### src/sv/packet_framer_ones_complement_sum_core_assert.svh
// Assertion helpers used by the framer core RTL.
`ifndef PACKET_FRAMER_ONES_COMPLEMENT_SUM_CORE_ASSERT_SVH
`define PACKET_FRAMER_ONES_COMPLEMENT_SUM_CORE_ASSERT_SVH

// Same-cycle implication.
`define PFOCS_ASSERT_IMP(label, clk, rst_n, ante, cons) \
	label: assert property (@(posedge clk) disable iff (!rst_n) (ante) |-> (cons)) \
		else $error("pfocs assertion failed");

// Next-cycle implication.
`define PFOCS_ASSERT_NXT(label, clk, rst_n, ante, cons) \
	label: assert property (@(posedge clk) disable iff (!rst_n) (ante) |=> (cons)) \
		else $error("pfocs assertion failed");

`endif

### src/sv/pfocs_pkg.sv
`timescale 1ns / 1ps

package pfocs_pkg;

	localparam int BYTE_W  = 8;
	localparam int LEN_W   = 12;
	localparam int TYPE_W  = 6;
	localparam int SUM_W   = 16;
	localparam int PORT_W  = 16;
	localparam int SID_W   = 14;
	localparam int PADDR_W = 3;
	localparam int PDATA_W = 32;

	localparam logic [BYTE_W-1:0] HDR_VERSION    = 8'd12;
	localparam logic [PORT_W-1:0] CTRL_DST_PORT  = 16'h1874;
	localparam logic [PORT_W-1:0] MSG_DST_PORT   = 16'h0ECE;
	localparam logic [3:0]        CTRL_TYPE      = 4'd0;
	localparam logic [3:0]        MSG_TYPE       = 4'd4;
	localparam logic [LEN_W-1:0]  MSG_SUBHDR_LEN = 12'd4;

	localparam logic [PORT_W-1:0] SOURCE_PORT_RST = 16'd1183;
	localparam logic [SID_W-1:0]  SESSION_ID_RST  = 14'd786;

	typedef enum logic {
		CMD_START   = 1'b0,
		CMD_PAYLOAD = 1'b1
	} cmd_t;

	typedef enum logic {
		KIND_CONTROL = 1'b0,
		KIND_MESSAGE = 1'b1
	} kind_t;

	typedef enum logic [0:0] {
		REG_SOURCE_PORT = 1'b0,
		REG_SESSION_ID  = 1'b1
	} reg_idx_t;

	// byte position within a packet
	typedef enum logic [3:0] {
		SLOT_VER    = 4'd0,
		SLOT_SRC_LO = 4'd1,
		SLOT_SRC_HI = 4'd2,
		SLOT_DST_LO = 4'd3,
		SLOT_DST_HI = 4'd4,
		SLOT_LT_LO  = 4'd5,
		SLOT_LT_HI  = 4'd6,
		SLOT_PAD    = 4'd7,
		SLOT_SUB0   = 4'd8,
		SLOT_SUB1   = 4'd9,
		SLOT_SUB2   = 4'd10,
		SLOT_SUB3   = 4'd11,
		SLOT_CK_LO  = 4'd12,
		SLOT_CK_HI  = 4'd13,
		SLOT_DATA   = 4'd14
	} slot_t;

	typedef struct packed {
		logic [PORT_W-1:0] source_port;
		logic [SID_W-1:0]  session_id;
	} cfg_t;

endpackage

### src/sv/pfocs_if.sv
`timescale 1ns / 1ps

interface pfocs_item_if import pfocs_pkg::*; ();
	logic              valid;
	logic              ready;
	logic              command;
	logic              packet_kind;
	logic [TYPE_W-1:0] message_type;
	logic [LEN_W-1:0]  payload_length;
	logic [BYTE_W-1:0] data_byte;

	modport source (
		output valid, command, packet_kind, message_type, payload_length, data_byte,
		input  ready
	);
	modport sink (
		input  valid, command, packet_kind, message_type, payload_length, data_byte,
		output ready
	);
endinterface

interface pfocs_result_if import pfocs_pkg::*; ();
	logic              valid;
	logic              ready;
	logic [BYTE_W-1:0] out_byte;
	logic              last;

	modport source (
		output valid, out_byte, last,
		input  ready
	);
	modport sink (
		input  valid, out_byte, last,
		output ready
	);
endinterface

### src/sv/pfocs_regs.sv
`timescale 1ns / 1ps

module pfocs_regs import pfocs_pkg::*; (
	input  logic               clk,
	input  logic               arst_n,
	input  logic               psel,
	input  logic               penable,
	input  logic               pwrite,
	input  logic [PADDR_W-1:0] paddr,
	input  logic [PDATA_W-1:0] pwdata,
	output logic [PDATA_W-1:0] prdata,
	output cfg_t               cfg
);

	logic [PORT_W-1:0] source_port_q;
	logic [SID_W-1:0]  session_id_q;
	reg_idx_t          idx;
	logic              wr_en;

	assign idx   = reg_idx_t'(paddr[2]);
	assign wr_en = psel && penable && pwrite;

	always_ff @(posedge clk or negedge arst_n) begin
		if (!arst_n) begin
			source_port_q <= SOURCE_PORT_RST;
			session_id_q  <= SESSION_ID_RST;
		end else if (wr_en) begin
			case (idx)
				REG_SOURCE_PORT: source_port_q <= pwdata[PORT_W-1:0];
				REG_SESSION_ID:  session_id_q  <= pwdata[SID_W-1:0];
				default: ;
			endcase
		end
	end

	always_comb begin
		case (idx)
			REG_SOURCE_PORT: prdata = {{(PDATA_W-PORT_W){1'b0}}, source_port_q};
			REG_SESSION_ID:  prdata = {{(PDATA_W-SID_W){1'b0}}, session_id_q};
			default:         prdata = '0;
		endcase
	end

	assign cfg.source_port = source_port_q;
	assign cfg.session_id  = session_id_q;

endmodule

### src/sv/packet_framer_ones_complement_sum_core.sv
// Packet framer with a running ones'-complement checksum. One byte leaves per cycle on the
// result channel while it is ready. A payload byte in an open packet yields one byte, or
// three when it is the last one and the two checksum bytes follow; a start item yields one
// byte per slot, 7 to 12 bytes, 9 to 13 with the empty-payload checksum. A payload byte
// with no packet open is consumed and produces nothing. The item register holds one item
// while its bytes go out, and the next item is taken in the cycle its last byte enters
// the output register, so the output beat rate is the limit. The 16-bit end-around add runs
// once per byte pair in the same cycle. Configuration: source_port at byte address 0,
// session_id at byte address 4.
`timescale 1ns / 1ps
`include "packet_framer_ones_complement_sum_core_assert.svh"

module packet_framer_ones_complement_sum_core import pfocs_pkg::*; (
	input  logic               clk,
	input  logic               arst_n,
	pfocs_item_if.sink         item,
	pfocs_result_if.source     result,
	input  logic               psel,
	input  logic               penable,
	input  logic               pwrite,
	input  logic [PADDR_W-1:0] paddr,
	input  logic [PDATA_W-1:0] pwdata,
	output logic [PDATA_W-1:0] prdata,
	output logic               pready
);

	function automatic logic [SUM_W-1:0] ocs_add(input logic [SUM_W-1:0] a,
			input logic [SUM_W-1:0] b);
		logic [SUM_W:0] s;
		s = {1'b0, a} + {1'b0, b};
		return s[SUM_W-1:0] + {{(SUM_W-1){1'b0}}, s[SUM_W]};
	endfunction

	cfg_t cfg;

	pfocs_regs u_regs (
		.clk     (clk),
		.arst_n  (arst_n),
		.psel    (psel),
		.penable (penable),
		.pwrite  (pwrite),
		.paddr   (paddr),
		.pwdata  (pwdata),
		.prdata  (prdata),
		.cfg     (cfg)
	);

	assign pready = 1'b1;

	// item register
	logic              valid_s1;
	logic              kind_s1;
	logic [TYPE_W-1:0] mtype_s1;
	logic [LEN_W-1:0]  plen_s1;
	logic [BYTE_W-1:0] dbyte_s1;
	slot_t             slot_q;

	// packet state
	logic              open_q;
	logic [LEN_W-1:0]  bytes_left_q;
	logic [SUM_W-1:0]  sum_q;
	logic [BYTE_W-1:0] held_q;
	logic              pending_q;

	// output register
	logic              out_valid_q;
	logic [BYTE_W-1:0] out_byte_q;
	logic              out_last_q;

	logic              slot_free;
	logic              drop;
	logic              fire;
	logic              done;
	logic              accept;
	logic              is_msg;
	logic              plen_zero;
	logic [LEN_W-1:0]  carried;
	logic [SUM_W-1:0]  fin_sum;
	logic [SUM_W-1:0]  ck;
	logic [SUM_W-1:0]  pair_sum;
	logic [BYTE_W-1:0] byte_c;
	logic              last_c;
	logic              has_next;
	slot_t             next_slot;

	assign slot_free = !out_valid_q || result.ready;
	assign drop      = valid_s1 && (slot_q == SLOT_DATA) && !open_q;
	assign fire      = valid_s1 && !drop && slot_free;
	assign done      = drop || (fire && !has_next);
	assign item.ready = !valid_s1 || done;
	assign accept    = item.valid && item.ready;

	assign is_msg    = (kind_s1 == KIND_MESSAGE);
	assign plen_zero = (plen_s1 == '0);
	assign carried   = is_msg ? plen_s1 + MSG_SUBHDR_LEN : plen_s1;
	assign fin_sum   = pending_q ? ocs_add(sum_q, {held_q, {BYTE_W{1'b0}}}) : sum_q;
	assign ck        = ~fin_sum;
	assign pair_sum  = ocs_add(sum_q, {held_q, byte_c});

	always_comb begin
		byte_c    = '0;
		last_c    = 1'b0;
		has_next  = 1'b1;
		next_slot = SLOT_VER;
		case (slot_q)
			SLOT_VER: begin
				byte_c    = HDR_VERSION;
				next_slot = SLOT_SRC_LO;
			end
			SLOT_SRC_LO: begin
				byte_c    = cfg.source_port[7:0];
				next_slot = SLOT_SRC_HI;
			end
			SLOT_SRC_HI: begin
				byte_c    = cfg.source_port[15:8];
				next_slot = SLOT_DST_LO;
			end
			SLOT_DST_LO: begin
				byte_c    = is_msg ? MSG_DST_PORT[7:0] : CTRL_DST_PORT[7:0];
				next_slot = SLOT_DST_HI;
			end
			SLOT_DST_HI: begin
				byte_c    = is_msg ? MSG_DST_PORT[15:8] : CTRL_DST_PORT[15:8];
				next_slot = SLOT_LT_LO;
			end
			SLOT_LT_LO: begin
				byte_c    = carried[7:0];
				next_slot = SLOT_LT_HI;
			end
			SLOT_LT_HI: begin
				byte_c = {(is_msg ? MSG_TYPE : CTRL_TYPE), carried[11:8]};
				if (carried[0]) begin
					next_slot = SLOT_PAD;
				end else if (is_msg) begin
					next_slot = SLOT_SUB0;
				end else if (plen_zero) begin
					next_slot = SLOT_CK_LO;
				end else begin
					has_next = 1'b0;
				end
			end
			SLOT_PAD: begin
				byte_c = '0;
				if (is_msg) begin
					next_slot = SLOT_SUB0;
				end else if (plen_zero) begin
					next_slot = SLOT_CK_LO;
				end else begin
					has_next = 1'b0;
				end
			end
			SLOT_SUB0: begin
				byte_c    = cfg.session_id[7:0];
				next_slot = SLOT_SUB1;
			end
			SLOT_SUB1: begin
				byte_c    = {mtype_s1[5:4], cfg.session_id[13:8]};
				next_slot = SLOT_SUB2;
			end
			SLOT_SUB2: begin
				byte_c    = {mtype_s1[3:0], plen_s1[11:8]};
				next_slot = SLOT_SUB3;
			end
			SLOT_SUB3: begin
				byte_c = plen_s1[7:0];
				if (plen_zero) begin
					next_slot = SLOT_CK_LO;
				end else begin
					has_next = 1'b0;
				end
			end
			SLOT_CK_LO: begin
				byte_c    = ck[7:0];
				next_slot = SLOT_CK_HI;
			end
			SLOT_CK_HI: begin
				byte_c   = ~sum_q[15:8];
				last_c   = 1'b1;
				has_next = 1'b0;
			end
			SLOT_DATA: begin
				byte_c = dbyte_s1;
				if (bytes_left_q == {{(LEN_W-1){1'b0}}, 1'b1}) begin
					next_slot = SLOT_CK_LO;
				end else begin
					has_next = 1'b0;
				end
			end
			default: begin
				has_next = 1'b0;
			end
		endcase
	end

	always_ff @(posedge clk or negedge arst_n) begin
		if (!arst_n) begin
			valid_s1 <= 1'b0;
			slot_q   <= SLOT_VER;
		end else if (accept) begin
			valid_s1 <= 1'b1;
			slot_q   <= (item.command == CMD_PAYLOAD) ? SLOT_DATA : SLOT_VER;
		end else if (done) begin
			valid_s1 <= 1'b0;
		end else if (fire) begin
			slot_q <= next_slot;
		end
	end

	always_ff @(posedge clk) begin
		if (accept) begin
			kind_s1  <= item.packet_kind;
			mtype_s1 <= item.message_type;
			plen_s1  <= item.payload_length;
			dbyte_s1 <= item.data_byte;
		end
	end

	always_ff @(posedge clk or negedge arst_n) begin
		if (!arst_n) begin
			open_q       <= 1'b0;
			bytes_left_q <= '0;
			sum_q        <= '0;
			held_q       <= '0;
			pending_q    <= 1'b0;
		end else if (fire) begin
			case (slot_q)
				SLOT_VER: begin
					open_q       <= 1'b1;
					bytes_left_q <= plen_s1;
					sum_q        <= '0;
					held_q       <= byte_c;
					pending_q    <= 1'b1;
				end
				SLOT_CK_LO: begin
					sum_q     <= fin_sum;
					held_q    <= '0;
					pending_q <= 1'b0;
				end
				SLOT_CK_HI: begin
					open_q       <= 1'b0;
					bytes_left_q <= '0;
					sum_q        <= '0;
					held_q       <= '0;
					pending_q    <= 1'b0;
				end
				default: begin
					if (slot_q == SLOT_DATA) begin
						bytes_left_q <= bytes_left_q - {{(LEN_W-1){1'b0}}, 1'b1};
					end
					if (pending_q) begin
						sum_q     <= pair_sum;
						held_q    <= '0;
						pending_q <= 1'b0;
					end else begin
						held_q    <= byte_c;
						pending_q <= 1'b1;
					end
				end
			endcase
		end
	end

	always_ff @(posedge clk or negedge arst_n) begin
		if (!arst_n) begin
			out_valid_q <= 1'b0;
		end else if (fire) begin
			out_valid_q <= 1'b1;
		end else if (result.ready) begin
			out_valid_q <= 1'b0;
		end
	end

	always_ff @(posedge clk) begin
		if (fire) begin
			out_byte_q <= byte_c;
			out_last_q <= last_c;
		end
	end

	assign result.valid    = out_valid_q;
	assign result.out_byte = out_byte_q;
	assign result.last     = out_last_q;

	`PFOCS_ASSERT_IMP(a_data_has_count, clk, arst_n, valid_s1 && slot_q == SLOT_DATA && open_q, bytes_left_q != '0)
	`PFOCS_ASSERT_IMP(a_ck_hi_folded, clk, arst_n, valid_s1 && slot_q == SLOT_CK_HI, !pending_q)
	`PFOCS_ASSERT_NXT(a_close_after_ck, clk, arst_n, fire && slot_q == SLOT_CK_HI, !open_q && sum_q == '0 && out_valid_q && out_last_q)
	`PFOCS_ASSERT_IMP(a_last_closed, clk, arst_n, out_valid_q && out_last_q, !open_q)

endmodule

### src/flat_wrapper.sv
// flat-port wrapper written by rule: the top's interface ports become plain ports
module packet_framer_ones_complement_sum_core_flat import pfocs_pkg::*;
  (clk, arst_n, psel, penable, pwrite, paddr, pwdata, prdata, pready, item_valid, item_command, item_packet_kind, item_message_type, item_payload_length, item_data_byte, item_ready, result_valid, result_out_byte, result_last, result_ready);
  pfocs_item_if item_i ();
  pfocs_result_if result_i ();
  input  logic clk;
  input  logic arst_n;
  input  logic psel;
  input  logic penable;
  input  logic pwrite;
  input  logic [PADDR_W-1:0] paddr;
  input  logic [PDATA_W-1:0] pwdata;
  output logic [PDATA_W-1:0] prdata;
  output logic pready;
  input wire logic [$bits(item_i.valid)-1:0] item_valid;
  input wire logic [$bits(item_i.command)-1:0] item_command;
  input wire logic [$bits(item_i.packet_kind)-1:0] item_packet_kind;
  input wire logic [$bits(item_i.message_type)-1:0] item_message_type;
  input wire logic [$bits(item_i.payload_length)-1:0] item_payload_length;
  input wire logic [$bits(item_i.data_byte)-1:0] item_data_byte;
  output wire logic [$bits(item_i.ready)-1:0] item_ready;
  output wire logic [$bits(result_i.valid)-1:0] result_valid;
  output wire logic [$bits(result_i.out_byte)-1:0] result_out_byte;
  output wire logic [$bits(result_i.last)-1:0] result_last;
  input wire logic [$bits(result_i.ready)-1:0] result_ready;
  assign item_i.valid = item_valid;
  assign item_i.command = item_command;
  assign item_i.packet_kind = item_packet_kind;
  assign item_i.message_type = item_message_type;
  assign item_i.payload_length = item_payload_length;
  assign item_i.data_byte = item_data_byte;
  assign item_ready = item_i.ready;
  assign result_valid = result_i.valid;
  assign result_out_byte = result_i.out_byte;
  assign result_last = result_i.last;
  assign result_i.ready = result_ready;
  packet_framer_ones_complement_sum_core u_core (.clk(clk), .arst_n(arst_n), .item(item_i), .result(result_i), .psel(psel), .penable(penable), .pwrite(pwrite), .paddr(paddr), .pwdata(pwdata), .prdata(prdata), .pready(pready));
endmodule
### config.mk
export PLATFORM = sky130hd
export DESIGN_NAME = packet_framer_ones_complement_sum_core_flat
export DESIGN_NICKNAME = d
export VERILOG_FILES = /design/src/sv/pfocs_pkg.sv /design/src/sv/pfocs_if.sv /design/src/sv/pfocs_regs.sv /design/src/sv/packet_framer_ones_complement_sum_core.sv /design/src/flat_wrapper.sv
export VERILOG_INCLUDE_DIRS = /design/src /design/src/sv
export SDC_FILE = /design/constraint.sdc
export NUM_CORES = 1
export LEC_CHECK = 0
export ABC_AREA = 0
export BUFFER_PORTS_ARGS = -buffer_cell sky130_fd_sc_hd__buf_2
export CAP_MARGIN = 20
export CORE_MARGIN = 10
export CORE_UTILIZATION = 35
export DETAILED_ROUTE_END_ITERATION = 10
export PLACE_DENSITY = 0.56
export SLEW_MARGIN = 20
export SYNTH_ARGS = -nofsm -noshare
export SYNTH_HDL_FRONTEND = slang
export SYNTH_HIERARCHICAL = 1
export SYNTH_SLANG_ARGS = --single-unit
### constraint.sdc
create_clock -name clk -period 11.1 [get_ports clk]
set_input_delay 0 -clock clk [delete_from_list [all_inputs] [get_ports clk]]
set_output_delay 0 -clock clk [all_outputs]
set_load 0.02 [all_outputs]
==> results by group, run 1 <==
Status
  • Status: complete, no violations

Worst setup path
  • CP max stage delay: ~0.55 ns
  • CP Max Fanout: 6
  • Cell repeated most along the worst path: ha_1
  • Worst path arrival time: ~8.1 ns
  • Worst setup SP type: flop
  • Critical path data required time: 11.34 ns
  • Reg2Reg Launch Point: u_core/sum_q[8]
  • CP max stage cell: ha_1
  • Crit end category: flop
  • CP Class: reg2reg
  • Critical Path Start: u_core/sum_q[8]

Timing
  • Final period utilization: 0.704
  • Fin crit period: 7.81 ns
  • Worst Skew: approximately 0.011 ns
  • Relative slew slack: 0.435
  • Max-slew violation count: 0
  • Worst hold slack: about 0.23 ns
  • Max Fclk: about 130 MHz
  • Final worst slack: 3.29 ns
  • Slew at the pin closest to its max-slew limit: 0.839 ns
  • Final TNS setup: 0 ns
  • Final hold violation count: 0
  • Unrepaired setup endpoints after global routing: no
  • Final setup violating endpoints: 0

Detailed routing
  • Routed vias/inst: 5.56
  • DRT antenna net count: 0
  • Drt drc: 0
  • Total number of vias: 6733
  • Router iterations before antenna repair: 6
  • DRT iter0 DRCs: 559
  • Mean routed wirelength per cell: 19.7 um
  • Routed wire length: approximately 24000 um

Place
  • Final Wtd Congestion: 0.902
  • Placed cell area: 8390 um2
  • DP HPWL: 17300 um
  • Post-Place Worst Slack: 3.38 ns
  • # port buffers: 78

Floorplan
  • Core Area: 22000 um2
  • Die area: 28800 um2
  • # IOs: 114
  • Die extent in y: 170 um
  • Rows: 54
  • Starting Density: 0.358
  • Die X: 170 um

Global routing
  • Total global routing overflow: 0
  • Number of global-route vias before repair: 6651
  • Initial antenna violation count: 0
  • Largest net degree at the start of global routing: between 70 and 80
  • Global-route wire length before repair: 37400 um
  • Gr usage total: 0.163

Final layout
  • FF+latch area: just under 3000 um2
  • # fillers: 2141
  • Fin area: 9160 um2
  • Fin nets: 1020
  • Post-Route Utilization: 0.417
  • Multi-input logic area: 4500 um2
  • Commonest non-fill, non-tap cell in the layout: buf_2
  • N_diodes: 0
  • Share of layout cells above drive strength 1: 0.209
  • Area Growth Syn to Fin: 16.7%
  • Commonest cells after routing, fill and taps aside: buf_2, nor2_1, dfrtp_1

Clocking
  • Clk_lat worst skew: approximately 0.36 ns
  • Hold-fix buffers, CTS: 47
  • Post-CTS setup buffers: 0
  • CTS Root Cell: clkbuf_16
  • Max Buffers Root-to-Sink: 2
  • Gates resized, CTS repair: 0
  • CTS HTree Levels: 3
  • Clock sinks: 110
  • Clock transition at the registers of the reported paths: 0.07 ns
  • TritonCTS Buffers: 9
  • CTS tree: built

Yosys
  • Asr flop ratio synth: 0.673
  • Share of the synthesized area in the top cell type: 0.201
  • Dominant cell type by area after synthesis: dfrtp_1
  • Post-synth EDFFs: 36
  • Sequential share of the synthesized area: 0.375
  • Yosys cell types: 101
  • Mapped Area: 7850 um2
  • Main synth FF type: dfrtp_1
  • Post-synthesis instance total: 829
  • Register bit total from synthesis: 110
  • Avg Inst Size Synth: 9.47 um2
  • Synth top area cells: dfrtp_1, edfxtp_1, mux2_2
  • Synth Warn #: 6

Worst hold path
  • Hold WC Path Type: in2async

Pwr
  • PD cells: 298 nW/um2
  • Worst ir drop on vdd: around 110 uV
  • Leak pwr: 3.80 nW

Flow run
  • # Max-Cap Violations: 0
==> worst max-delay path: cells and delay by family (launching register included) <==
kind | cells | cell delay [ns]
xor+xnor | 1 | 0.16
compound gates | 12 | 2.73
fa+ha+maj | 7 | 2.13
buf+inv | 1 | 0.09
flops | 1 | 0.40
simple gates | 12 | 2.17
==> metal layers <==
metal,up-vias,global-route usage,part of all wire,wire [um]
met5,-,0,0,0
met4,0,0.0500,0.021,497
met3,41,0.0295,0.052,1240
met2,203,0.270,0.48,11500
met1,3253,0.210,0.45,10600
li1,3236,-,-,-
==> sequential cells by signal, indices dropped and copies added (netlist names), 8 cells and up <==
signal and flops:
u_core/result.out_byte 8, u_core/sum_q 16, u_core/plen_s1 12, u_core/dbyte_s1 8, u_core/held_q 8, u_core/bytes_left_q 12, u_core/u_regs/session_id_q 14, u_core/u_regs/source_port_q 16
==> where the power goes <==
part,total (mW),switching [mW],internal [mW]
logic,1.68,1.03,0.653
registers,0.715,0.147,0.567
clock network,0.331,0.155,0.175
total,2.73,1.33,1.40
==> synth_stat cells, drive strengths merged (11+ instances only) <==
library cell	instances
nor2	70
o21ai	64
dfrtp	63
nand2	52
mux2	51
a21oi	50
buf	38
edfxtp	36
inv	29
xnor2	28
clkbuf	27
nand3	25
ha	23
xor2	19
nor3	18
nor2b	15
nand4	13
a31oi	12
a21o	11
a22oi	11
dfstp	11
==> kinds of logic after synthesis <==
kind of cell    count (synthesis)  share of synthesized area
simple gates                  252                      0.172
compound gates                237                      0.204
flops                         110                      0.375
buf+inv                        96                     0.0591
mux                            59                     0.0902
xor+xnor                       47                     0.0558
fa+ha+maj                      26                     0.0430
other cells                     2                   0.000956
==> final cells by class <==
class	instances	area share
flip-flops and latches	110	0.322
multi-input cells	638	0.492
repair buffers	135	0.103
clock inverters	4	0.00396
clock buffers	12	0.0292
inverters	31	0.0127
well taps	280	0.0382
==> stage by stage <==
step                      total power, mW  std cells
final                                2.73       1210
after detailed placement             2.37       1147
after global routing                 2.93       1210
after global placement               2.36       1147
after CTS                            2.72       1210
after floorplan                      1.94        844
==> worst paths after layout <==
path / end / slack [ns] / cells after the start
worst max-delay path: u_core/sum_q[14] / 3.29 / 33
worst min-delay path: u_core/bytes_left_q[3] / 0.23 / 2
worst max register to register: u_core/sum_q[14] / 3.29 / 33
worst min register to register: u_core/result.valid / 0.50 / 2
max in group asynchronous: u_core/sum_q[10] / 10.34 / 2
min in group clk: u_core/u_regs/source_port_q[6] / 0.30 / 3
(Power assumes the default switching activity.)
==> run 2, diff against run 1 <==
PLACE_DENSITY = 0.58   (was 0.56)
clock period = 6.9 ns   (was 11.1 ns; I/O delays follow)
==> run 2 against run 1 <==
  * Clock skew is 0.00085 ns higher
  * Clock power up 59%
  * Power rose by 69%
  * Clock-buffer cell count down 2
  * Highest routed layer unchanged
==> results by group, run 2 (synthesized netlist as in run 1, its figures left out) <==
Timing
  • Slew at the pin closest to its max-slew limit: 0.829 ns
  • Relative slew slack: 0.442
  • Final hold violation count: 0
  • Final period utilization: 0.952
  • Max-slew violation count: 0
  • Max Fclk: 152 MHz
  • Final setup violating endpoints: 0
  • Worst Skew: 0.0114 ns
  • Fin crit period: 6.57 ns

Worst setup path
  • Crit end category: flop
  • Worst R2R Setup Slack: 0.33 ns
  • CP max stage delay: 0.43 ns
  • CP max stage cell: dfrtp_1
  • Cell repeated most along the worst path: ha_1
  • Worst path arrival time: 6.82 ns
  • CP Class: reg2reg
  • Worst setup SP type: flop
  • Critical path data required time: 7.15 ns
  • CP Max Fanout: 4

Final layout
  • Commonest non-fill, non-tap cell in the layout: buf_2
  • Post-Route Utilization: 0.430
  • Commonest cells after routing, fill and taps aside: buf_2, nor2_1, dfrtp_1
  • Top flop regs: u_core/sum_q x16, u_core/u_regs/source_port_q x16, u_core/u_regs/session_id_q x14
  • Multi-input logic area: ~4600 um2
  • N_diodes: 0
  • FF+latch area: ~2900 um2
  • # fillers: 2127
  • Area Growth Syn to Fin: 20.2%
  • Share of layout cells above drive strength 1: 0.243
  • Fin nets: 1050

Clocking
  • Clock transition at the registers of the reported paths: approximately 0.080 ns
  • CTS Root Cell: clkbuf_16
  • TritonCTS Buffers: 9
  • CTS tree: built
  • Max Buffers Root-to-Sink: 2
  • Clk_lat worst skew: approximately 0.37 ns
  • Clock sinks: 110
  • CTS HTree Levels: 3

Detailed routing
  • Routed wire length: 24300 um
  • Total number of vias: 6845
  • Routed vias/inst: approximately 5.5
  • Router iterations before antenna repair: 5
  • DRT iter0 DRCs: about 480
  • DRT antenna net count: 0
  • Mean routed wirelength per cell: approximately 20 um
  • Drt drc: 0

Place
  • Final Wtd Congestion: 0.870
  • DP HPWL: 17500 um
  • # port buffers: slightly below 80

Floorplan
  • Die area: 28800 um2
  • Rows: 54
  • Die extent in y: around 170 um
  • # IOs: 114
  • Die X: between 150 and 200 um
  • Core Area: 22000 um2
  • Starting Density: 0.358

Pwr
  • Worst ir drop on vdd: between 200 and 250 uV
  • Leak pwr: 3.95 nW
  • Total power: 4.61 mW
  • PD cells: 488 nW/um2

Global routing
  • Global-route wire length before repair: 38000 um
  • Gr usage total: 0.166
  • Number of global-route vias before repair: 6708
  • Total global routing overflow: 0
  • Initial antenna violation count: 0
  • Largest net degree at the start of global routing: 75

Flow run
  • # Max-Cap Violations: 0

Status
  • Status: complete, no violations

Worst hold path
  • Hold WC Path Type: in2async
run 2: cell count changes in the layout (fill, tap and decap cells not counted), moves of 3 or more:
cell | before | now
inv_6 | 1 | 4
o21ai_1 | 6 | 11
o21ai_0 | 57 | 51
a21oi_1 | 49 | 46
buf_4 | 10 | 40
a21oi_2 | 1 | 4
run 2: per-layer routing:
metal	track usage	up-vias	wire length, um
met1	0.215	3304	10700
li1	-	3285	-
met3	0.0316	41	1270
met4	0.0626	0	734
met2	0.270	215	11600
met5	0	-	0
run 2: cell type report:
| type | instances | area share |
|---|---|---|
| clock buffers | 10 | 0.0243 |
| clock inverters | 6 | 0.00663 |
| inverters | 31 | 0.0123 |
| multi-input cells | 638 | 0.484 |
| flip-flops and latches | 110 | 0.312 |
| well taps | 280 | 0.0371 |
| repair buffers | 165 | 0.124 |
run 2: worst paths after layout:
path	cells after the start	to	from
max	34	u_core/sum_q[14]	u_core/held_q[0]
max reg2reg	34	u_core/sum_q[14]	u_core/held_q[0]
min reg2reg	2	u_core/result.valid	u_core/valid_s1
min	2	u_core/bytes_left_q[4]	arst_n
min in group clk	3	u_core/u_regs/source_port_q[4]	pwrite
max in group asynchronous	2	u_core/held_q[0]	arst_n
run 2: where the power goes:
| part | switching (mW) | internal (mW) |
|---|---|---|
| Combinational | 1.78 | 1.18 |
| Clock | 0.270 | 0.257 |
| Sequential | 0.214 | 0.912 |
run 2: what timing repair did:
action | 4_1_cts | 5_1_grt
hold endpoints to repair | 125 | 0
buffers inserted | 0 | 5
hold buffers | 47 | 0
gates resized for setup | 0 | 18
setup endpoints to repair | 0 | 12
run 2: through the flow:
step	cells	setup WS [ns]	area, um2	hold slack [ns]	setup TNS [ns]
after floorplan	844	0.707	7910	-0.296	0
after global placement	1172	0.298	8570	0.176	0
after detailed placement	1172	0.241	8570	0.178	0
after CTS	1235	0.157	9340	0.288	0
after global routing	1240	-0.0442	9440	0.296	-0.139
final	1240	0.333	9440	0.237	0
run 2: critical path: cells and delay by family (launching register included):
family	cells	cell delay [ns]
AOI/OAI and AO/OA	12	2.05
and+or+nand+nor	12	1.87
DFF	1	0.43
buffers and inverters	2	0.23
xor gates and xnor gates	1	0.15
adders and majority gates	7	1.72
==> run 3, diff against run 2 <==
HOLD_SLACK_MARGIN = 0.02   (was default)
SYNTH_HIERARCHICAL = default   (was 1)
==> run 3 against run 2 <==
  * Sequential share of layout area rose by 0.25 points
  * Via count up 0.44%
  * Core utilization shrank 0.35 points
  * Clock skew increased by 0.0019 ns
  * Area after synthesis decreased by 0.18%
  * Power grew 2.8%
  * Clock-buffer cell count unchanged
  * Largest power group unchanged
==> results by group, run 3 <==
Timing
  • Slew at the pin closest to its max-slew limit: 0.981 ns
  • Final setup violating endpoints: 0
  • Unrepaired setup endpoints after global routing: no
  • Final TNS setup: 0 ns
  • Fin crit period: about 6.4 ns
  • Final hold violation count: 0
  • Relative slew slack: 0.342
  • Final period utilization: 0.926
  • Worst Skew: 0.0133 ns
  • Max Fclk: between 150 and 200 MHz
  • Max-slew violation count: 0

Floorplan
  • Rows: 54
  • Die X: 170 um
  • Die extent in y: ~170 um
  • Core Area: 22000 um2
  • Die area: 28800 um2
  • Starting Density: 0.357
  • # IOs: 114

Worst setup path
  • CP max stage cell: or4_1
  • Critical path data required time: 7.21 ns
  • CP Max Fanout: 3
  • Worst setup SP type: flop
  • Crit end category: flop
  • Reg2Reg Launch Point: u_core.sum_q[8]
  • Worst path arrival time: 6.69 ns
  • CP max stage delay: 0.54 ns
  • CP Class: reg2reg
  • Worst R2R Setup Slack: 0.51 ns
  • Reg2Reg Depth: 34
  • R2R Path End: u_core.sum_q[13]

Yosys
  • Main synth FF type: dfrtp_1
  • Commonest cells in the netlist: nor2_1, o21ai_0, dfrtp_1
  • Synth top area cells: dfrtp_1, edfxtp_1, mux2_2
  • Post-synthesis instance total: 837
  • Sequential share of the synthesized area: 0.376
  • Avg Inst Size Synth: ~9.4 um2
  • Register bit total from synthesis: 110
  • Dominant cell type by area after synthesis: dfrtp_1
  • Post-synth EDFFs: 36
  • Top-count cell post-synth: nor2_1
  • Share of the synthesized area in the top cell type: 0.201
  • Asr flop ratio synth: 0.673
  • Mapped Area: 7840 um2
  • Yosys cell types: 95
  • Synth Warn #: 0

Detailed routing
  • Total number of vias: 6875
  • Routed vias/inst: 5.52
  • Routed wire length: roughly 24000 um
  • Drt drc: 0
  • DRT antenna net count: 0
  • Router iterations before antenna repair: 5
  • Mean routed wirelength per cell: 19.0 um
  • DRT iter0 DRCs: around 560

Final layout
  • # fillers: around 2100
  • Fin nets: 1054
  • Area Growth Syn to Fin: 19.5%
  • Commonest non-fill, non-tap cell in the layout: buf_2
  • N_diodes: 0
  • Share of layout cells above drive strength 1: 0.229
  • FF+latch area: 2950 um2
  • Post-Route Utilization: 0.426
  • Top flop regs: u_core.sum_q x16, u_core.u_regs.source_port_q x16, u_core.u_regs.session_id_q x14
  • Multi-input logic area: 4540 um2
  • Commonest cells after routing, fill and taps aside: buf_2, nor2_1, o21ai_0

Global routing
  • Gr busiest metal: met2
  • Number of global-route vias before repair: 6768
  • Initial antenna violation count: 0
  • Total global routing overflow: 0
  • Met2 global-route usage: 0.261
  • Largest net degree at the start of global routing: 75
  • Met3 usage: 0.0356
  • Grt met1 use: 0.216
  • Gr usage total: 0.162
  • Global-route wire length before repair: around 37000 um

Worst hold path
  • Hold WC Path Type: in2async

Place
  • DP HPWL: 17500 um
  • Final Wtd Congestion: ~0.9
  • # port buffers: between 70 and 80

Pwr
  • Leak pwr: 3.84 nW
  • Worst ir drop on vdd: 180 uV
  • Sw Ratio: 0.497
  • Reg power frac: 0.245
  • Power share of the clock group: 0.111
  • Internal power: 2.38 mW
  • PD cells: a little over 500 nW/um2
  • Combinational fraction of design power: 0.644
  • Sw Pwr: 2.36 mW

Clocking
  • CTS Root Cell: clkbuf_16
  • TritonCTS Buffers: 9
  • Clk_lat worst skew: 0.37 ns
  • CTS tree: built
  • Clock transition at the registers of the reported paths: ~0.080 ns
  • Clock sinks: 110
  • Max Buffers Root-to-Sink: 2
  • CTS HTree Levels: 3

Flow run
  • # Max-Cap Violations: 0

Status
  • Status: complete, no violations
[run 3: cell types whose count changed in the layout (fill, tap and decap cells not counted), sizes merged, moves of 5 or more]
cell	before	now
o21ai	64	69
a31o	6	0
and3	7	14
a21oi	50	58
a32oi	3	8
nor2b	15	5
nand4	13	8
nor3	18	30
nand3	25	19
buf	118	109
o22ai	8	2
a211oi	9	14
nand2	52	60
[run 3: worst max path at each step]
| stage | startpoint | end |
|---|---|---|
| after global placement | u_core.sum_q[8] | u_core.sum_q[13] |
| after floorplan | u_core.sum_q[8] | u_core.sum_q[13] |
| after detailed placement | u_core.sum_q[8] | u_core.sum_q[13] |
| after CTS | u_core.sum_q[8] | u_core.sum_q[12] |
| final | u_core.sum_q[8] | u_core.sum_q[13] |
| after global routing | u_core.sum_q[8] | u_core.sum_q[12] |
[run 3: power by group through the flow]
| stage | Combinational (mW) | Clock [mW] | Sequential [mW] |
|---|---|---|---|
| floorplan | 2.25 | 0 | 1.09 |
| global placement | 2.96 | 0 | 1.16 |
| detailed placement | 2.97 | 0 | 1.17 |
| CTS | 3.01 | 0.540 | 1.16 |
| global route | 3.36 | 0.565 | 1.19 |
| finish | 3.05 | 0.524 | 1.16 |
[run 3: repair_timing]
action | in CTS | in global routing
endpoints found under the setup margin | 0 | 12
hold buffers | 47 | 0
resized for setup | 0 | 5
endpoints found under the hold margin | 125 | 0
setup buffers | 0 | 2
[run 3: stage by stage]
| step | std cells | hold slack [ns] | total power, mW | worst slack (ns) | area [um2] |
|---|---|---|---|---|---|
| floorplan | 852 | -0.296 | 3.34 | 0.792 | 7900 |
| global placement | 1179 | 0.177 | 4.12 | 0.346 | 8550 |
| detailed placement | 1179 | 0.178 | 4.14 | 0.199 | 8550 |
| CTS | 1242 | 0.322 | 4.71 | 0.150 | 9310 |
| global route | 1245 | 0.157 | 5.12 | 0.00897 | 9360 |
| finish | 1245 | 0.119 | 4.74 | 0.512 | 9360 |
[run 3: layout make-up]
| cell class | count | area share |
|---|---|---|
| inverter | 33 | 0.0132 |
| timing repair buffer | 156 | 0.119 |
| clock inverter | 6 | 0.00668 |
| multi-input combinational | 650 | 0.484 |
| sequential | 110 | 0.315 |
| tap | 280 | 0.0374 |
| clock buffer | 10 | 0.0245 |
[run 3: worst max-delay path: cells and delay by family, from the launching register on]
kind,cells,cell delay (ns)
compound gates,14,2.22
flops,1,0.38
buf+inv,6,0.55
fa+ha+maj,6,1.62
mux,2,0.36
simple gates,6,1.18
[run 3: cells by family (layout without fill, tap and decap cells)]
group | Yosys count | count (layout) | synth area share
AND/OR/NAND/NOR | 263 | 263 | 0.175
buffers and inverters | 92 | 205 | 0.0560
adder cells (fa/ha/maj) | 24 | 24 | 0.0402
other | 2 | 17 | 0.000958
AO/OA/AOI/OAI | 241 | 241 | 0.216
flip-flops | 110 | 110 | 0.376
multiplexers | 60 | 60 | 0.0860
XOR/XNOR | 45 | 45 | 0.0503
[run 3: metal layers]
metal  vias to the layer above  share of wire
met2                       232           0.46
met3                        30          0.070
li1                       3326              -
met5                         -              0
met1                      3287           0.45
met4                         0          0.017
